==> src/design/swbs_pkg.sv <==
package swbs_pkg;

    localparam int MAX_WINDOW_DEF = 64;

    localparam logic [1:0] REG_WINDOW_SIZE  = 2'd0;
    localparam logic [1:0] REG_TARGET_BATCH = 2'd1;
    localparam logic [1:0] REG_MAX_BATCH    = 2'd2;

    localparam logic [6:0]  WINDOW_SIZE_RST  = 7'd16;
    localparam logic [15:0] TARGET_BATCH_RST = 16'd0;
    localparam logic [15:0] MAX_BATCH_RST    = 16'd64;

    typedef struct packed {
        logic [15:0] wr_count;
        logic [15:0] q_depth;
        logic [31:0] batch_log_bytes;
        logic [63:0] total_reads;
    } in_item_t;

    typedef struct packed {
        logic [6:0]  window_count;
        logic [15:0] avg_size;
        logic [9:0]  batch_fill_per_1000;
        logic [31:0] avg_log_bytes;
        logic [37:0] window_reads;
        logic [21:0] window_writes;
        logic [9:0]  read_ratio_per_1000;
        logic [15:0] peak_depth;
        logic [15:0] sync_pressure_per_1000;
    } out_item_t;

    typedef struct packed {
        logic load;
        logic drop_rd;
        logic drop_sub;
        logic push;
        logic div_start;
        logic div_skip;
        logic div_store;
        logic scan_init;
        logic scan_step;
        logic out_load;
    } ctrl_cmd_t;

    typedef struct packed {
        logic count_full;
        logic over_limit;
        logic op_end;
        logic op_needed;
        logic div_done;
        logic scan_done;
        logic out_busy;
    } ctrl_status_t;

endpackage

==> src/design/swbs_ctrl.sv <==
module swbs_ctrl (
    input  logic                  clk,
    input  logic                  rst_n,
    input  logic                  in_valid,
    output logic                  in_stall,
    input  swbs_pkg::ctrl_status_t status,
    output swbs_pkg::ctrl_cmd_t    cmd
);

    typedef enum logic [8:0] {
        S_IDLE      = 9'b000000001,
        S_DROP_RD   = 9'b000000010,
        S_DROP_SUB  = 9'b000000100,
        S_PUSH      = 9'b000001000,
        S_TRIM      = 9'b000010000,
        S_DIV_SETUP = 9'b000100000,
        S_DIV_RUN   = 9'b001000000,
        S_SCAN      = 9'b010000000,
        S_OUT       = 9'b100000000
    } state_t;

    state_t state_reg, state_next;
    logic   pushed_reg, pushed_next;

    always_comb
    begin
        state_next  = state_reg;
        pushed_next = pushed_reg;
        cmd         = '0;
        case (state_reg)
            S_IDLE:
            begin
                if (in_valid)
                begin
                    cmd.load    = 1'b1;
                    pushed_next = 1'b0;
                    state_next  = status.count_full ? S_DROP_RD : S_PUSH;
                end
            end
            S_DROP_RD:
            begin
                cmd.drop_rd = 1'b1;
                state_next  = S_DROP_SUB;
            end
            S_DROP_SUB:
            begin
                cmd.drop_sub = 1'b1;
                state_next   = pushed_reg ? S_TRIM : S_PUSH;
            end
            S_PUSH:
            begin
                cmd.push    = 1'b1;
                pushed_next = 1'b1;
                state_next  = S_TRIM;
            end
            S_TRIM:
            begin
                state_next = status.over_limit ? S_DROP_RD : S_DIV_SETUP;
            end
            S_DIV_SETUP:
            begin
                if (status.op_end)
                begin
                    cmd.scan_init = 1'b1;
                    state_next    = S_SCAN;
                end
                else if (status.op_needed)
                begin
                    cmd.div_start = 1'b1;
                    state_next    = S_DIV_RUN;
                end
                else
                begin
                    cmd.div_skip = 1'b1;
                end
            end
            S_DIV_RUN:
            begin
                if (status.div_done)
                begin
                    cmd.div_store = 1'b1;
                    state_next    = S_DIV_SETUP;
                end
            end
            S_SCAN:
            begin
                cmd.scan_step = 1'b1;
                if (status.scan_done)
                begin
                    state_next = S_OUT;
                end
            end
            S_OUT:
            begin
                if (!status.out_busy)
                begin
                    cmd.out_load = 1'b1;
                    state_next   = S_IDLE;
                end
            end
            default:
            begin
                state_next = S_IDLE;
            end
        endcase
    end

    always_ff @(posedge clk or negedge rst_n)
    begin
        if (!rst_n)
        begin
            state_reg  <= S_IDLE;
            pushed_reg <= 1'b0;
        end
        else
        begin
            state_reg  <= state_next;
            pushed_reg <= pushed_next;
        end
    end

    assign in_stall = (state_reg != S_IDLE);

endmodule

==> config.mk <==
export PLATFORM = sky130hd
export DESIGN_NAME = swbs_ctrl
export DESIGN_NICKNAME = d
export VERILOG_FILES = /design/src/design/swbs_pkg.sv /design/src/design/swbs_ctrl.sv
export SDC_FILE = /design/constraint.sdc
export NUM_CORES = 1
export LEC_CHECK = 0
export BUFFER_PORTS_ARGS = -buffer_cell sky130_fd_sc_hd__buf_2
export CORE_MARGIN = 2
export CORE_UTILIZATION = 50
export CTS_CLUSTER_DIAMETER = 120
export DETAILED_ROUTE_END_ITERATION = 7
export HOLD_SLACK_MARGIN = 0.12
export PLACE_DENSITY = 0.74
export RECOVER_POWER = 50
export SLEW_MARGIN = 25
export SYNTH_ARGS = -nofsm -noshare
export SYNTH_HDL_FRONTEND = slang
export SYNTH_SLANG_ARGS = --single-unit
==> constraint.sdc <==
create_clock -name clk -period 2.15 [get_ports clk]
set_clock_uncertainty 0.15 [all_clocks]
set_input_delay 0.215 -clock clk [delete_from_list [all_inputs] [get_ports clk]]
set_output_delay 0.215 -clock clk [all_outputs]
set_load 0.02 [all_outputs]
== After elaboration in Yosys (flattened, before gate mapping) ==
Index checks and enable logic that the tools add are counted.

* Input port bits: 10
* Flip-flop bits (word level): 10
* Logic and storage cells: 48
* Output and inout bits: 11

* Eq/ne operators: 15
* Mux-type cells: 28
* Reductions and logical operators: 3

{| class="wikitable"
|+ Operators by type and width
! cell !! number
|-
| case mux 9 bit (9 select lines) || 1
|-
| two-way mux 9 bit || 6
|-
| two-way mux 1 bit || 15
|-
| == test 9 x 1 -> 1 bit (second input constant) || 1
|-
| == test 9 x 2 -> 1 bit (second input constant) || 1
|-
| == test 9 x 3 -> 1 bit (second input constant) || 1
|-
| == test 9 x 4 -> 1 bit (second input constant) || 1
|-
| == test 9 x 5 -> 1 bit (second input constant) || 1
|-
| == test 9 x 6 -> 1 bit (second input constant) || 1
|-
| == test 9 x 7 -> 1 bit (second input constant) || 1
|-
| == test 9 x 8 -> 1 bit (second input constant) || 1
|-
| == test 9 bit (second input constant) || 1
|-
| != test 9 x 1 -> 1 bit (second input constant) || 1
|-
| != test 2 bit (second input constant) || 4
|-
| two-way mux 6 bit || 1
|-
| two-way mux 5 bit || 1
|-
| AND reduction 5 bit || 1
|-
| two-way mux 2 bit || 2
|-
| two-way mux 4 bit || 1
|-
| != test 3 bit (second input constant) || 1
|-
| case mux 1 bit (2 select lines) || 1
|-
| AND reduction 2 bit || 1
|-
| nonzero test 2 bit || 1
|}

== Longest topological paths before layout ==
* Word-level depth: 3
* Mapped depth: 7
* Depth with buffers taken out: 6

== Least setup slack after synthesis ==
OpenSTA, ideal clock, no wires.

* Path type: register to output
* Start: register state_reg[0]
* End: output port cmd[3] in the netlist's numbering
* Cell stages (with the launch flop): 5
* Arrival: 1.721 ns
* Path buffers: 1
* Path slack: 0.064 ns
* Path through: dfstp_2 buf_2 nor4_1 nand2_1 nor4_1

{| class="wikitable"
|+ RTL lines
! element !! RTL line !! source
|-
| start, declared || swbs_ctrl.sv:22 || <nowiki>state_t state_reg, state_next;</nowiki>
|-
| start signal, assigned || swbs_ctrl.sv:117 || <nowiki>state_reg <= state_next;</nowiki>
|-
| end, declared || swbs_ctrl.sv:7 || <nowiki>output swbs_pkg::ctrl_cmd_t cmd</nowiki>
|}

==> flow_summary_export.csv <==
group,metric,value,unit
worst_hold_path,hold_end,"state_reg[6]",
floorplan,die-area,1880,sq um
global_routing,antenna_found_initial,0,
logic_synthesis,synthCells,86,
clock_tree,clk_pin_slew,80,ps
worst_setup_path,required,1780,ps
worst_setup_path,worstPathMaxFanout,4,
clock_tree,clk_latency,290,ps
clock_tree,cts_inserted_buffers,3,
worst_hold_path,hold_path.startpoint,"status[2]",
logic_synthesis,syn_avg_cell_area,9.006,sq um
power_and_ir_drop,vdd_ir_drop_max,0.8712,mV
timing,fin_crit_sh,99.31,%
drt,drtIter0Drc,26,
status,status,"completed",
layout,largest_register_ffs,9,
logic_synthesis,synthDistinctLibCells,40,
layout,syn_to_final_growth,35.70,%
power_and_ir_drop,power.leakage,0.5225,nW
global_routing,grt_use_met3,3.750,%
power_and_ir_drop,power_frac_clock,12.9,%
logic_synthesis,synth_warnings,0,
power_and_ir_drop,seqPwrFrac,27.2,%
clock_tree,cts_tree,"yes",
power_and_ir_drop,powerDensity,1109,nW/um^2
worst_setup_path,cp.arrival,1770,ps
worst_setup_path,critPathCaptureType,"output port",
logic_synthesis,synth_edf_count,0,
timing,maxClockFrequency,468.3,MHz
timing,hold_ws,104.3,ps
clock_tree,cts-htree-levels,1,
layout,diodes,0,
logic_synthesis,yosysSeqAreaShare,32.47,%
logic_synthesis,syn-num-nets,96,
drt,first_pass_iters,4,
worst_setup_path,r2r_cells,5,
floorplan,placementRows,14,
floorplan,core,1471,sq um
worst_setup_path,r2r-end,"state_reg[5]",
timing,setup_violations,0,
timing,finalHoldViolations,0,
layout,multi_input_area,498.0,sq um
worst_setup_path,start_kind,"flop",
layout,fillerInstances,113,
drt,wl_per_cell,15.73,microns
logic_synthesis,synth_area_leaders,"dfrtp_1 (29%), nor2_1 (4.4%), nor4_1 (4.0%), nor3b_1 (3.9%), dfstp_2 (3.4%)",
clock_tree,root_buffer,"clkbuf_4",
global_routing,grt_pass1_vias,715,
clock_tree,clock_sinks,10,
worst_hold_path,hold_class,"in -> reg",
floorplan,initial_core_util,52.64,%
global_routing,grt.total_usage,22.01,%
timing,final.setup.worst_slack,14.79,ps
global_routing,use_met2,37.91,%
global_routing,overflow,0,
drt,ant_nets,0,
place,gp_congestion,0.9315,
worst_hold_path,whs_path_depth,3,
worst_setup_path,rrSetupSlack,50,ps
floorplan,dieHeight,43.36,microns
power_and_ir_drop,combinationalPowerShare,60.0,%
global_routing,grt_pass1_wl,3091,microns
floorplan,ios,21,
global_routing,grt_busiest_layer,"met2",
logic_synthesis,ys.flop_type,"dfrtp_1",
worst_setup_path,path_class,"reg -> out",
logic_synthesis,yosysTopAreaCellShare,29.08,%
logic_synthesis,synthesis.area,774.5,sq um
global_routing,met1_usage,27.97,%
logic_synthesis,ys_async_sr_fraction,100.0,%
drt,drt-total-wl,2092,microns
job,cap_violations,0,
power_and_ir_drop,p_int,0.0006409,W
timing,fin_crit,2135,ps
place,pre_cts_ws,204.5,ps
timing,slew_headroom,60.47,%
drt,via_count,787,
timing,setup-tns-final,0,ps
place,port_buffers,20,
layout,ff_latch_area,257.7,sq um
global_routing,grt_max_degree,12,
logic_synthesis,synth_top_area_cell,"dfrtp_1",
layout,fin_nets,128,
power_and_ir_drop,power.share.switching,45.02,%
layout,drive_above_1_share,43.59,%
worst_setup_path,rr_startpoint,"state_reg[1]",
floorplan,die_w,43.36,microns
place,hpwl,1337,microns
timing,worst_pin_slew,593.0,ps
logic_synthesis,ys_ff_latch,10,
drt,vias_per_cell,5.917,
power_and_ir_drop,p_switching,0.0005247,W
clock_tree,ctsLongestPathBuffers,2,
timing,finalMaxSlewViolations,0,
timing,rsz0062_at_grt,"true",
drt,drcViolationCount,0,
synthesized netlist by cell type, types with 2 or more instances:
| master | instances |
|---|---|
| nand2_1 | 5 |
| buf_2 | 5 |
| nor3_1 | 3 |
| nor2_1 | 9 |
| nor4_2 | 2 |
| and3_1 | 2 |
| nor3b_1 | 4 |
| a21o_1 | 3 |
| or3_1 | 2 |
| nand2b_1 | 3 |
| buf_6 | 2 |
| nor4_1 | 5 |
| inv_1 | 2 |
| dfrtp_1 | 9 |
| xor2_1 | 2 |
| o21ai_0 | 4 |
cells by family after synthesis:
group	count (synthesis)	synth area share (%)
AND/OR/NAND/NOR	50	45.40
AO/OA/AOI/OAI	13	11.31
buffers and inverters	11	8.562
flip-flops	10	32.47
XOR/XNOR	2	2.262
routing by layer:
| layer | vias up | share of wire, % |
|---|---|---|
| met5 | - | 0 |
| met4 | 0 | 2.3 |
| met3 | 9 | 6.0 |
| met2 | 31 | 48 |
| met1 | 370 | 44 |
| li1 | 377 | - |
stage by stage:
step           total power [W]  cell area, sq um  cells  util (%)
6_report              0.001166              1051    133     71.43
5_1_grt               0.001223              1051    133     71.43
4_1_cts               0.001045             967.2    128     65.73
3_5_place_dp         0.0008499             854.6    116     58.08
3_3_place_gp         0.0008365             854.6    116     58.08
2_1_floorplan        0.0007382             774.5     86         -
power groups by stage:
stage                     Sequential (W)  Combinational, W  Clock (W)
after floorplan                 0.000261          0.000477          0
after global placement          0.000326          0.000510          0
after detailed placement        0.000332          0.000517          0
after CTS                       0.000319          0.000581   0.000144
after global routing            0.000320          0.000753   0.000151
final                           0.000317          0.000699   0.000150
how the worst max path moves through the flow:
| stage | from | to | slack (ps) | depth (start not counted) |
|---|---|---|---|---|
| after CTS | state_reg[0] | cmd[5] | 10 | 4 |
| final | state_reg[1] | cmd[5] | 10 | 4 |
| after global routing | state_reg[1] | cmd[5] | -50 | 4 |
| after global placement | state_reg[1] | cmd[5] | 220 | 4 |
| after floorplan | state_reg[0] | cmd[3] | 60 | 4 |
| after detailed placement | state_reg[1] | cmd[5] | 200 | 4 |
cell type report:
type / count / share of cell area, %
Timing Repair Buffer: 35 / 22.62
Multi-Input combinational cell: 65 / 47.38
Clock buffer: 4 / 2.500
Inverter: 3 / 1.071
Sequential cell: 10 / 24.52
Tap cell: 16 / 1.905
cells in the final DEF (no fill, tap or decap), types with 2 or more instances in the layout:
cell	count
o21ai_0	4
nand2b_1	3
xor2_1	2
buf_2	15
dlygate4sd3_1	5
clkbuf_4	3
nor3b_1	4
a21o_1	3
nor4_1	2
nor2_1	9
clkbuf_1	2
or3_1	2
nor4_2	3
nand2_1	5
nor3_1	3
inv_1	2
nor4_4	2
dfrtp_2	5
dfrtp_1	4
buf_4	13
worst max-delay path, stage by stage, from the launching register on:
cell and delay (ps):
dfrtp_2 440, or4_4 560, nor2_4 140, and4b_1 230
buf_6 120
timing repair:
item / in CTS / in global routing
endpoints found under the setup margin: 6 / 8
resized for setup: 5 / 11
hold buffers: 5 / 0
endpoints found under the hold margin: 13 / 0
pin swaps: 1 / 1
setup buffers: 3 / 5
Power figures use the tool's default switching activity.
